### src/rtl/sts_pkg.sv
package sts_pkg;

  localparam int unsigned POSITION_BITS_DEF = 16;
  localparam int unsigned QUEUE_DEPTH = 4;

  localparam logic [7:0] CH_UNDERSCORE = 8'h5F;
  localparam logic [7:0] CH_QUOTE      = 8'h22;
  localparam logic [7:0] CH_NEWLINE    = 8'h0A;
  localparam logic [7:0] CH_SLASH      = 8'h2F;
  localparam logic [7:0] CH_STAR       = 8'h2A;
  localparam logic [7:0] CH_EQUAL      = 8'h3D;
  localparam logic [7:0] CH_AMP        = 8'h26;
  localparam logic [7:0] CH_BAR        = 8'h7C;

  typedef enum logic [2:0] {
    KIND_NUM   = 3'd0,
    KIND_IDENT = 3'd1,
    KIND_STR   = 3'd2,
    KIND_OP    = 3'd3,
    KIND_SYM   = 3'd4,
    KIND_UNK   = 3'd5,
    KIND_END   = 3'd6
  } kind_t;

  typedef enum logic [9:0] {
    M_IDLE     = 10'b00_0000_0001,
    M_NUM      = 10'b00_0000_0010,
    M_IDENT    = 10'b00_0000_0100,
    M_STR_OPEN = 10'b00_0000_1000,
    M_STR      = 10'b00_0001_0000,
    M_PAIR     = 10'b00_0010_0000,
    M_SLASH    = 10'b00_0100_0000,
    M_LINE     = 10'b00_1000_0000,
    M_BLOCK    = 10'b01_0000_0000,
    M_BSTAR    = 10'b10_0000_0000
  } mode_t;

  typedef struct packed {
    logic [7:0] ch;
    kind_t      kind;
    logic       first;
    logic       valid;
  } hold_t;

  typedef struct packed {
    logic [7:0] src_byte;
    logic       end_of_source;
  } in_t;

  typedef struct packed {
    logic [7:0]  tok_byte;
    kind_t       tok_kind;
    logic        tok_first;
    logic        tok_last;
    logic [15:0] tok_line;
    logic [15:0] tok_column;
  } out_t;

  function automatic logic is_digit(input logic [7:0] c);
    return (c >= "0") && (c <= "9");
  endfunction

  function automatic logic is_ident_start(input logic [7:0] c);
    return ((c >= "a") && (c <= "z")) || ((c >= "A") && (c <= "Z")) ||
           (c == CH_UNDERSCORE);
  endfunction

  function automatic logic is_ident_more(input logic [7:0] c);
    return is_ident_start(c) || is_digit(c);
  endfunction

  function automatic logic is_space(input logic [7:0] c);
    return (c == " ") || ((c >= 8'd9) && (c <= 8'd13));
  endfunction

  // Bytes that may pair with a following byte.
  function automatic logic is_pair_lead(input logic [7:0] c);
    return (c == "<") || (c == ">") || (c == "!") || (c == CH_AMP) || (c == CH_BAR);
  endfunction

  // Kind of a byte that forms a token on its own.
  function automatic kind_t single_kind(input logic [7:0] c);
    if ((c == "+") || (c == "-") || (c == CH_STAR) || (c == CH_EQUAL)) begin
      return KIND_OP;
    end
    if ((c == "(") || (c == ")") || (c == "{") || (c == "}") || (c == ";") ||
        (c == ",")) begin
      return KIND_SYM;
    end
    return KIND_UNK;
  endfunction

endpackage

### src/rtl/sts_step.sv
module sts_step #(
  parameter int unsigned POSITION_BITS = sts_pkg::POSITION_BITS_DEF
) (
  input  sts_pkg::in_t               item,
  input  sts_pkg::mode_t             mode,
  input  sts_pkg::hold_t             held,
  input  logic [POSITION_BITS-1:0]   line,
  input  logic [POSITION_BITS-1:0]   column,
  input  logic [POSITION_BITS-1:0]   start_line,
  input  logic [POSITION_BITS-1:0]   start_column,
  output sts_pkg::mode_t             mode_next,
  output sts_pkg::hold_t             held_next,
  output logic [POSITION_BITS-1:0]   line_next,
  output logic [POSITION_BITS-1:0]   column_next,
  output logic [POSITION_BITS-1:0]   start_line_next,
  output logic [POSITION_BITS-1:0]   start_column_next,
  output logic [1:0]                 res_count,
  output sts_pkg::out_t              res0,
  output sts_pkg::out_t              res1
);

  localparam logic [POSITION_BITS-1:0] POS_ONE = POSITION_BITS'(1);

  function automatic sts_pkg::out_t mk(input logic [7:0] b, input sts_pkg::kind_t k,
                                       input logic f, input logic l,
                                       input logic [POSITION_BITS-1:0] pl,
                                       input logic [POSITION_BITS-1:0] pc);
    sts_pkg::out_t r;
    r.tok_byte   = b;
    r.tok_kind   = k;
    r.tok_first  = f;
    r.tok_last   = l;
    r.tok_line   = 16'(pl);
    r.tok_column = 16'(pc);
    return r;
  endfunction

  logic [7:0]    c;
  logic [7:0]    want;
  logic          do_begin;
  logic [1:0]    n;
  sts_pkg::out_t r [2];

  assign c = item.src_byte;
  assign want = ((held.ch == sts_pkg::CH_AMP) || (held.ch == sts_pkg::CH_BAR)) ?
                held.ch : sts_pkg::CH_EQUAL;

  always_comb begin
    n                 = 2'd0;
    r[0]              = '0;
    r[1]              = '0;
    do_begin          = 1'b0;
    mode_next         = mode;
    held_next         = held;
    line_next         = line;
    column_next       = column;
    start_line_next   = start_line;
    start_column_next = start_column;

    if (item.end_of_source) begin
      // flush what is held, then the end token; all state back to reset
      if (held.valid) begin
        r[n[0]] = mk(held.ch, held.kind, held.first, 1'b1, start_line, start_column);
        n = n + 2'd1;
      end else if (mode == sts_pkg::M_STR_OPEN) begin
        r[n[0]] = mk(8'd0, sts_pkg::KIND_STR, 1'b1, 1'b1, start_line, start_column);
        n = n + 2'd1;
      end
      r[n[0]] = mk(8'd0, sts_pkg::KIND_END, 1'b1, 1'b1, line, column);
      n = n + 2'd1;
      mode_next         = sts_pkg::M_IDLE;
      held_next         = '0;
      line_next         = POS_ONE;
      column_next       = POS_ONE;
      start_line_next   = POS_ONE;
      start_column_next = POS_ONE;
    end else begin
      unique case (mode)
        sts_pkg::M_NUM, sts_pkg::M_IDENT: begin
          r[n[0]] = mk(held.ch, held.kind, held.first, 1'b0, start_line, start_column);
          held_next.valid = 1'b0;
          if ((mode == sts_pkg::M_NUM) ? sts_pkg::is_digit(c) : sts_pkg::is_ident_more(c))
          begin
            n = n + 2'd1;
            held_next = '{ch: c, kind: held.kind, first: 1'b0, valid: 1'b1};
          end else begin
            r[n[0]].tok_last = 1'b1;
            n = n + 2'd1;
            do_begin = 1'b1;
          end
        end
        sts_pkg::M_STR_OPEN: begin
          if (c == sts_pkg::CH_QUOTE) begin
            r[n[0]] = mk(8'd0, sts_pkg::KIND_STR, 1'b1, 1'b1, start_line, start_column);
            n = n + 2'd1;
            mode_next = sts_pkg::M_IDLE;
          end else begin
            held_next = '{ch: c, kind: sts_pkg::KIND_STR, first: 1'b1, valid: 1'b1};
            mode_next = sts_pkg::M_STR;
          end
        end
        sts_pkg::M_STR: begin
          r[n[0]] = mk(held.ch, held.kind, held.first, c == sts_pkg::CH_QUOTE,
                       start_line, start_column);
          n = n + 2'd1;
          if (c == sts_pkg::CH_QUOTE) begin
            held_next.valid = 1'b0;
            mode_next = sts_pkg::M_IDLE;
          end else begin
            held_next = '{ch: c, kind: sts_pkg::KIND_STR, first: 1'b0, valid: 1'b1};
          end
        end
        sts_pkg::M_PAIR: begin
          held_next.valid = 1'b0;
          if (c == want) begin
            r[0] = mk(held.ch, held.kind, held.first, 1'b0, start_line, start_column);
            r[1] = mk(c, sts_pkg::KIND_OP, 1'b0, 1'b1, start_line, start_column);
            n = 2'd2;
            mode_next = sts_pkg::M_IDLE;
          end else begin
            r[n[0]] = mk(held.ch, held.kind, held.first, 1'b1, start_line, start_column);
            n = n + 2'd1;
            do_begin = 1'b1;
          end
        end
        sts_pkg::M_SLASH: begin
          held_next.valid = 1'b0;
          if (c == sts_pkg::CH_SLASH) begin
            mode_next = sts_pkg::M_LINE;
          end else if (c == sts_pkg::CH_STAR) begin
            mode_next = sts_pkg::M_BLOCK;
          end else begin
            r[n[0]] = mk(held.ch, held.kind, held.first, 1'b1, start_line, start_column);
            n = n + 2'd1;
            do_begin = 1'b1;
          end
        end
        sts_pkg::M_LINE: begin
          if (c == sts_pkg::CH_NEWLINE) begin
            mode_next = sts_pkg::M_IDLE;
          end
        end
        sts_pkg::M_BLOCK: begin
          if (c == sts_pkg::CH_STAR) begin
            mode_next = sts_pkg::M_BSTAR;
          end
        end
        sts_pkg::M_BSTAR: begin
          if (c == sts_pkg::CH_SLASH) begin
            mode_next = sts_pkg::M_IDLE;
          end else if (c != sts_pkg::CH_STAR) begin
            mode_next = sts_pkg::M_BLOCK;
          end
        end
        default: begin
          held_next.valid = 1'b0;
          do_begin = 1'b1;
        end
      endcase

      // open a new token at this byte, or emit it alone
      if (do_begin) begin
        mode_next = sts_pkg::M_IDLE;
        if (!sts_pkg::is_space(c)) begin
          if (sts_pkg::is_digit(c) || sts_pkg::is_ident_start(c) ||
              (c == sts_pkg::CH_QUOTE) || (c == sts_pkg::CH_SLASH) ||
              sts_pkg::is_pair_lead(c)) begin
            start_line_next   = line;
            start_column_next = column;
            if (sts_pkg::is_digit(c)) begin
              held_next = '{ch: c, kind: sts_pkg::KIND_NUM, first: 1'b1, valid: 1'b1};
              mode_next = sts_pkg::M_NUM;
            end else if (sts_pkg::is_ident_start(c)) begin
              held_next = '{ch: c, kind: sts_pkg::KIND_IDENT, first: 1'b1, valid: 1'b1};
              mode_next = sts_pkg::M_IDENT;
            end else if (c == sts_pkg::CH_QUOTE) begin
              held_next.valid = 1'b0;
              mode_next = sts_pkg::M_STR_OPEN;
            end else begin
              held_next = '{ch: c, kind: sts_pkg::KIND_OP, first: 1'b1, valid: 1'b1};
              mode_next = (c == sts_pkg::CH_SLASH) ? sts_pkg::M_SLASH : sts_pkg::M_PAIR;
            end
          end else begin
            r[n[0]] = mk(c, sts_pkg::single_kind(c), 1'b1, 1'b1, line, column);
            n = n + 2'd1;
          end
        end
      end

      // advance position, saturating
      if (c == sts_pkg::CH_NEWLINE) begin
        if (line != '1) begin
          line_next = line + POS_ONE;
        end
        column_next = POS_ONE;
      end else if (column != '1) begin
        column_next = column + POS_ONE;
      end
    end
  end

  assign res_count = n;
  assign res0 = r[0];
  assign res1 = r[1];

endmodule

### src/rtl/sts_resq.sv
module sts_resq (
  input  logic          clk,
  input  logic          rst,
  input  logic [1:0]    push_count,
  input  sts_pkg::out_t push0,
  input  sts_pkg::out_t push1,
  output logic          room,
  output logic          valid,
  input  logic          stall,
  output sts_pkg::out_t data
);

  localparam int unsigned PTR_BITS = $clog2(sts_pkg::QUEUE_DEPTH);
  localparam int unsigned CNT_BITS = $clog2(sts_pkg::QUEUE_DEPTH + 1);

  sts_pkg::out_t       mem [sts_pkg::QUEUE_DEPTH];
  logic [PTR_BITS-1:0] wr_ptr;
  logic [PTR_BITS-1:0] rd_ptr;
  logic [CNT_BITS-1:0] count;
  logic                pop;

  assign valid = (count != '0);
  assign pop   = valid && !stall;
  assign data  = mem[rd_ptr];
  // two free entries are needed for the worst-case step
  assign room  = (count <= CNT_BITS'(sts_pkg::QUEUE_DEPTH - 2));

  always_ff @(posedge clk) begin
    if (push_count != 2'd0) begin
      mem[wr_ptr] <= push0;
    end
    if (push_count == 2'd2) begin
      mem[wr_ptr + PTR_BITS'(1)] <= push1;
    end
  end

  always_ff @(posedge clk) begin
    if (rst) begin
      wr_ptr <= '0;
      rd_ptr <= '0;
      count  <= '0;
    end else begin
      wr_ptr <= wr_ptr + PTR_BITS'(push_count);
      if (pop) begin
        rd_ptr <= rd_ptr + PTR_BITS'(1);
      end
      count <= count + CNT_BITS'(push_count) - CNT_BITS'(pop);
    end
  end

endmodule

### src/rtl/source_token_scanner.sv
// Byte-stream scanner for C-like source text.
// src channel: one source byte per word (src_byte), or a word with
// end_of_source set that flushes the open token and emits the end token.
// tok channel: one token byte per word with its kind, first/last marks and
// the line/column where the token starts. Whitespace and comments make no
// words; one source byte makes zero, one or two token words.
// A word accepted on src waits in the input register until the result queue has
// room for a worst-case step; it is then scanned and its results enter the result
// queue, whose head is offered on tok.
// Throughput: one source byte per cycle while tok is free, through the scan stage
// between the input register and the four-entry result queue. A byte that
// makes two results always leaves the scanner idle, and a byte that makes none
// must come before the next such pair, so with tok free the queue holds at most
// two words and src never stalls.
// Reset clears the scan state to idle, line and column to 1, and empties
// the input register and the result queue. A stall on tok holds the head
// result; once the queue cannot take a worst-case step, src is stalled.
module source_token_scanner #(
  parameter int unsigned POSITION_BITS = sts_pkg::POSITION_BITS_DEF
) (
  input  logic          clk,
  input  logic          rst,
  input  logic          src_valid,
  output logic          src_stall,
  input  sts_pkg::in_t  src_word,
  output logic          tok_valid,
  input  logic          tok_stall,
  output sts_pkg::out_t tok_word
);

  localparam logic [POSITION_BITS-1:0] POS_ONE = POSITION_BITS'(1);

  logic                     in_full;
  sts_pkg::in_t             in_reg;
  logic                     room;
  logic                     go;

  sts_pkg::mode_t           mode;
  sts_pkg::hold_t           held;
  logic [POSITION_BITS-1:0] line;
  logic [POSITION_BITS-1:0] column;
  logic [POSITION_BITS-1:0] start_line;
  logic [POSITION_BITS-1:0] start_column;

  sts_pkg::mode_t           mode_next;
  sts_pkg::hold_t           held_next;
  logic [POSITION_BITS-1:0] line_next;
  logic [POSITION_BITS-1:0] column_next;
  logic [POSITION_BITS-1:0] start_line_next;
  logic [POSITION_BITS-1:0] start_column_next;
  logic [1:0]               res_count;
  sts_pkg::out_t            res0;
  sts_pkg::out_t            res1;

  assign go        = in_full && room;
  assign src_stall = in_full && !room;

  always_ff @(posedge clk) begin
    if (src_valid && !src_stall) begin
      in_reg <= src_word;
    end
  end

  always_ff @(posedge clk) begin
    if (rst) begin
      in_full <= 1'b0;
    end else if (src_valid && !src_stall) begin
      in_full <= 1'b1;
    end else if (go) begin
      in_full <= 1'b0;
    end
  end

  sts_step #(
    .POSITION_BITS(POSITION_BITS)
  ) u_step (
    .item             (in_reg),
    .mode             (mode),
    .held             (held),
    .line             (line),
    .column           (column),
    .start_line       (start_line),
    .start_column     (start_column),
    .mode_next        (mode_next),
    .held_next        (held_next),
    .line_next        (line_next),
    .column_next      (column_next),
    .start_line_next  (start_line_next),
    .start_column_next(start_column_next),
    .res_count        (res_count),
    .res0             (res0),
    .res1             (res1)
  );

  always_ff @(posedge clk) begin
    if (rst) begin
      mode         <= sts_pkg::M_IDLE;
      held         <= '0;
      line         <= POS_ONE;
      column       <= POS_ONE;
      start_line   <= POS_ONE;
      start_column <= POS_ONE;
    end else if (go) begin
      mode         <= mode_next;
      held         <= held_next;
      line         <= line_next;
      column       <= column_next;
      start_line   <= start_line_next;
      start_column <= start_column_next;
    end
  end

  sts_resq u_resq (
    .clk       (clk),
    .rst       (rst),
    .push_count(go ? res_count : 2'd0),
    .push0     (res0),
    .push1     (res1),
    .room      (room),
    .valid     (tok_valid),
    .stall     (tok_stall),
    .data      (tok_word)
  );

endmodule

### config.mk
export PLATFORM = sky130hd
export DESIGN_NAME = source_token_scanner
export DESIGN_NICKNAME = d
export VERILOG_FILES = /design/src/rtl/sts_pkg.sv /design/src/rtl/sts_step.sv /design/src/rtl/sts_resq.sv /design/src/rtl/source_token_scanner.sv
export SDC_FILE = /design/constraint.sdc
export NUM_CORES = 1
export LEC_CHECK = 0
export ABC_AREA = 1
export BUFFER_PORTS_ARGS = -buffer_cell sky130_fd_sc_hd__buf_4
export CAP_MARGIN = 40
export CORE_MARGIN = 3
export CORE_UTILIZATION = 30
export DETAILED_ROUTE_END_ITERATION = 6
export HOLD_SLACK_MARGIN = 0.05
export SYNTH_ARGS = -nofsm -noshare
export SYNTH_HDL_FRONTEND = slang
export SYNTH_SLANG_ARGS = --single-unit
### constraint.sdc
create_clock -name clk -period 6.7 [get_ports clk]
set_clock_uncertainty 0.05 [all_clocks]
set_input_delay 1.005 -clock clk [delete_from_list [all_inputs] [get_ports clk]]
set_output_delay 1.005 -clock clk [all_outputs]
set_load 0.05 [all_outputs]
---- After elaboration in Yosys (flattened, before gate mapping) ----
Memories as Yosys holds them, arrays and structs flattened. A register that Yosys moved wholly into a read port is not among the register bits.
Index checks and enable logic that the tools add are counted.
cells by class
  multiplexer cells ....................... 116
  eq/ne operators ......................... 43
  order comparisons ....................... 13
  bitwise gates (word level) .............. 2
  reductions and logical operators ........ 50
  $add $sub $neg .......................... 9
operator list
  operator                                                                             number
  45-bit 2-to-1 mux                                                                    10
  90-bit 2-to-1 mux                                                                    4
  45-bit case mux with 5 select lines                                                  1
  16-bit 2-to-1 mux                                                                    14
  90-bit bitwise mux                                                                   2
  10-bit 2-to-1 mux                                                                    15
  8-bit by 6-bit equality test with 1-bit output, second input constant                16
  13-bit 2-to-1 mux                                                                    8
  45-bit demux with 1-bit select                                                       2
  36-bit 2-to-1 mux                                                                    2
  10-bit case mux with 7 select lines                                                  1
  8-bit by 7-bit equality test with 1-bit output, second input constant                5
  12-bit case mux with 3 select lines                                                  1
  33-bit 2-to-1 mux                                                                    1
  16-bit by 1-bit adder with 16-bit output, second input constant                      2
  16-bit != test, second input constant                                                2
  1-bit 2-to-1 mux                                                                     27
  12-bit 2-to-1 mux                                                                    2
  2-bit 2-to-1 mux                                                                     12
  3-bit 2-to-1 mux                                                                     8
  1-bit logical OR                                                                     20
  8-bit by 7-bit greater-or-equal comparator with 1-bit output, second input constant  2
  8-bit by 7-bit less-or-equal comparator with 1-bit output, second input constant     2
  4-bit by 2-bit != test with 1-bit output, second input constant                      4
  44 further kinds                                                                     70
word-level totals
  flip-flop bits (word level) ............. 104
  logic and storage cells ................. 249
  output and inout bits ................... 47
  memories ................................ 1
  memory bits (writable) .................. 180
  bits of input ports ..................... 13
memories
  memory      depth  bits a word  rd ports  clocked after Yosys merged registers in  wr ports  line            text
  u_resq.mem  4      45           1         1                                        2         sts_resq.sv:16  sts_pkg::out_t mem [sts_pkg::QUEUE_DEPTH];

---- Logic depth before layout (Yosys ltp) ----
  word-level depth ........................ 28
  depth in mapped cells ................... 22
  mapped depth without buffers ............ 22

---- Modules after synthesis ----
Synthesis repeated with hierarchy kept, for this count alone.
second synthesis, totals
  cell total of the unflattened synthesis .. 2583
  area, all modules ....................... 18013.5 µm²
modules (own cells, without submodules)
  module                cells an instance  times used  area each (µm²)  sequential area each (µm²)
  sts_resq              951                1           8996.1           5585.4
  sts_step              1069               1           5147.4           0.0
  source_token_scanner  563                1           3870.0           2031.9

---- Worst setup path before layout ----
No wires, ideal clock.
  path kind ............................... flip-flop to flip-flop
  from .................................... register in_reg[8] (netlist bit)
  to ...................................... memory u_resq.mem[2][0] (netlist bit) (enable)
  buffers on the path ..................... 0
  arrival ................................. 5.262 ns
  setup time .............................. 0.510 ns
  cell stages (with the launch flop) ...... 16
  required time ........................... 6.140 ns
  slack ................................... 0.878 ns
  period minus slack after synthesis ...... 5.822 ns
  cell sequence ........................... edfxtp_1 nor2_2 nand3_2 nor2_1 nand2_2 inv_2 nor3_2 nand4_2 inv_2 ha_1 inv_1 nand3_1 nand3_2 nand2_2 a21oi_1 o21ai_0
RTL lines
  item                    line                        text
  from (decl)             source_token_scanner.sv:34  sts_pkg::in_t in_reg;
  from (signal assigned)  source_token_scanner.sv:60  in_reg <= src_word;
  to (decl)               sts_resq.sv:16

==> impl_metrics.yaml <==
run_status:
  status: "completed"
worst_setup_path:
  worstSetupPathType: "reg2reg"
  crit_buf_inv: 3
  worstSetupPathDepth: 17
  worstPathArrival_ns: 4.70
  cp_common_cell: "nor2_1"
  crit_fanout: 54
  required_ns: 6.80
  crit_family: "simple AND/OR/NAND/NOR gates"
  start_kind: "flip-flop"
  r2r.worst_path.cells: 17
  endpoint_kind: "flip-flop"
  max_stage_delay_ns: 0.66
  cp_slowest_cell: "buf_4"
  rr_endpoint: "u_resq.mem[1][27]"
  crit_chain: "nor2_2 -> nand3_2 -> nor2_1 -> nand2_2 -> nor2_1 -> nor3_1 -> nand2_1 -> ha_1 -> inv_1 -> nand3_1 -> nand3_2 -> nand2_2 -> nor2_4 -> buf_4 -> nor2_1 -> nor2_4 -> buf_4"
  rrSetupSlack_ns: 2.10
  regToRegStartpoint: "in_reg[8]"
synthesis:
  syn_area_um2: 16800
  synth_compound_gate_area_share_pct: 14.8
  synth_xor_area_share_pct: 0.157
  synth_warnings: 0
  synth_cells: 2309
  synth.distinct_cells: 49
  yosysSeqAreaShare_pct: 45.4
  yosys_register_bits: 286
  synth_top_family_by_area: "simple AND/OR/NAND/NOR gates"
  avgSynthCellArea_um2: 7.26
  synth_mux_area_share_pct: 0
  synth_fa_ha_area_share_pct: 0.492
  yosys.area_share.simple_pct: 31.9
  synth_nets: 2328
sta:
  fin_crit_sh_pct: 68.7
  fmax_mhz: 217
  worst_pin_slew_ns: 0.963
  setup_ws_ns: 2.10
  setup_violations: 0
  fin_crit_ns: 4.60
  rsz0062_at_grt: "false"
  maxSlewHeadroom_pct: 35.8
  hold_viol: 0
  final.setup.tns_ns: 0
  maxSlewViolCount: 0
global_routing:
  groute.usage.overall_pct: 19.1
  grt_pass1_vias: 15600
  grt-ovfl-total: 0
  grt_max_degree: 85
  antenna_found_initial: 1
  grt_pass1_wl_mm: 89.7
route:
  drc: 0
  firstDrtPassIters: 6
  routedWlPerCell_um: 18.7
  wl_mm: 57.5
  via_count: 16400
  drtAntennaViolNets: 0
  viasPerCell: 5.35
  first_iter_violations: 1640
floorplanning:
  core-area_um2: 55200
  die_y_um: 242
  start_util_pct: 30.4
  boundaryPins: 60
  num_rows: 86
  die_w_um: 242
  fp.dieArea_um2: 58800
worst_hold_path:
  hold_start: "line[14]"
  hold_class: "reg2reg"
  whs_path_depth: 2
  holdPathEnd: "start_line[14]"
clocking:
  cts_tree: "yes"
  path_clk_slew_ns: 0.06
  cts-root-buf: "clkbuf_16"
  clk_latency_ns: 0.55
  cts_buffers: 35
  cts_sinks: 286
  cts_max_level: 2
  post_cts_buffers: 0
  cts_buffer_depth: 3
  cts_resized: 0
  cts_hold_repair.buffers: 0
finish:
  filler_cell_count: 5759
  largest_reg_flops: 180
  largest_register: "u_resq.mem"
  drive_gt1_share_pct: 8.82
  diodes: 0
  syn2layout_area_growth_pct: 12.9
  nets: 2318
flow_run:
  drv_cap: 0
placed_design:
  dp_slack_ns: 2.14
  gp_congestion: 0.888
  dp_hpwl_mm: 35.5
  portBuffers: 59
power_and_ir_drop:
  peakVddDrop_mv: 0.168
  leakage_nw: 7.42
  fin_total_pwr_mw: 5.84
  p_per_area_nw_per_um2: 308
[power breakdown]
group	internal [mW]	switching, mW	total, mW
Clock	0.980	0.771	1.75
Combinational	0.466	1.48	1.95
Sequential	2.05	0.0915	2.14
Total	3.49	2.34	5.84
[worst max-delay path by stage]
stage | start | to | slack (ns)
2_1_floorplan | in_reg[8] | u_resq.mem[2][0] | 0.88
3_3_place_gp | u_resq.count[0] | u_resq.mem[2][14] | 2.17
3_5_place_dp | in_reg[8] | u_resq.mem[1][5] | 2.14
4_1_cts | in_reg[8] | u_resq.mem[1][27] | 2.10
5_1_grt | held[11] | u_resq.mem[1][27] | 1.79
6_report | in_reg[8] | u_resq.mem[1][27] | 2.10
[worst min-delay path, cell delays in order, from the launching register on]
cell     delay, ns
dfxtp_1       0.32
nand2_1       0.06
a21oi_1       0.05
[synthesized netlist by cell type (all sizes together)]
cell type	count	area (um^2)
a211oi	8	60.1
a21oi	87	435
a221oi	2	17.5
a22oi	1	7.51
a31oi	29	181
and2	1	6.26
and3	1	6.26
buf	58	362
clkbuf	73	275
clkinv	2	7.51
dfxtp	97	1940
edfxtp	189	5680
fa	1	20.0
ha	5	62.6
inv	152	571
nand2	806	3080
nand3	206	1060
nand3b	1	7.51
nand4	18	134
nor2	215	847
nor3	31	171
nor4	6	37.5
o2111ai	18	158
o211a	1	10.0
o211ai	12	90.1
o21a	1	7.51
o21ai	226	1130
o21bai	2	15.0
o22ai	53	332
o311ai	2	17.5
o31ai	1	7.51
or2	1	6.26
xor2	3	26.3
[layer usage]
metal | track usage, % | wire length [um] | part of all wire, %
met5 | 0 | 13 | 0.023
met3 | 3.29 | 4680 | 8.1
met2 | 31.7 | 26900 | 47
met4 | 7.00 | 1860 | 3.2
met1 | 25.0 | 24000 | 42
[placed cells by master, fill, tap and decap left out, drive strengths merged]
| cell | instances |
|---|---|
| nor3 | 31 |
| o21bai | 2 |
| a211oi | 8 |
| o211ai | 12 |
| edfxtp | 189 |
| nand3b | 1 |
| a221oi | 2 |
| clkbuf | 45 |
| o211a | 1 |
| o21ai | 226 |
| clkinvlp | 2 |
| inv | 153 |
| nand2 | 806 |
| buf | 84 |
| o311ai | 2 |
| nand4 | 18 |
| o21a | 1 |
| a22oi | 1 |
| dfxtp | 97 |
| and3 | 1 |
| o31ai | 1 |
| clkinv | 16 |
| fa | 1 |
| nor2 | 215 |
| or2 | 1 |
| xor2 | 3 |
| nor4 | 6 |
| o2111ai | 18 |
| nand3 | 206 |
| and2 | 1 |
| a31oi | 29 |
| a21oi | 87 |
| ha | 5 |
| o22ai | 53 |
[area by class of cell]
cell class	count	area (um^2)	area share, %
multi-input cells	1738	8020	42.4
flip-flops and latches	286	7620	40.3
well taps	748	936	4.95
clock buffers	45	923	4.88
repair buffers	84	741	3.91
inverters	154	578	3.05
clock inverters	17	110	0.582
[per-stage QoR]
stage          util (%)  hold slack [ns]  cells  area, um^2
2_1_floorplan         -            0.386   2309       16800
3_3_place_gp       32.1            0.405   3003       17700
3_5_place_dp       32.4            0.421   3010       17900
4_1_cts            34.3            0.432   3072       18900
5_1_grt            34.3            0.451   3072       18900
6_report           34.3            0.428   3072       18900
[logic make-up (layout without fill, tap and decap cells)]
kind of cell,after synthesis,in the layout
buffers and inverters,285,300
AOI/OAI and AO/OA,443,443
and+or+nand+nor,1286,1286
adders and majority gates,6,6
xor gates and xnor gates,3,3
DFF,286,286
(Power assumes the default switching activity.)
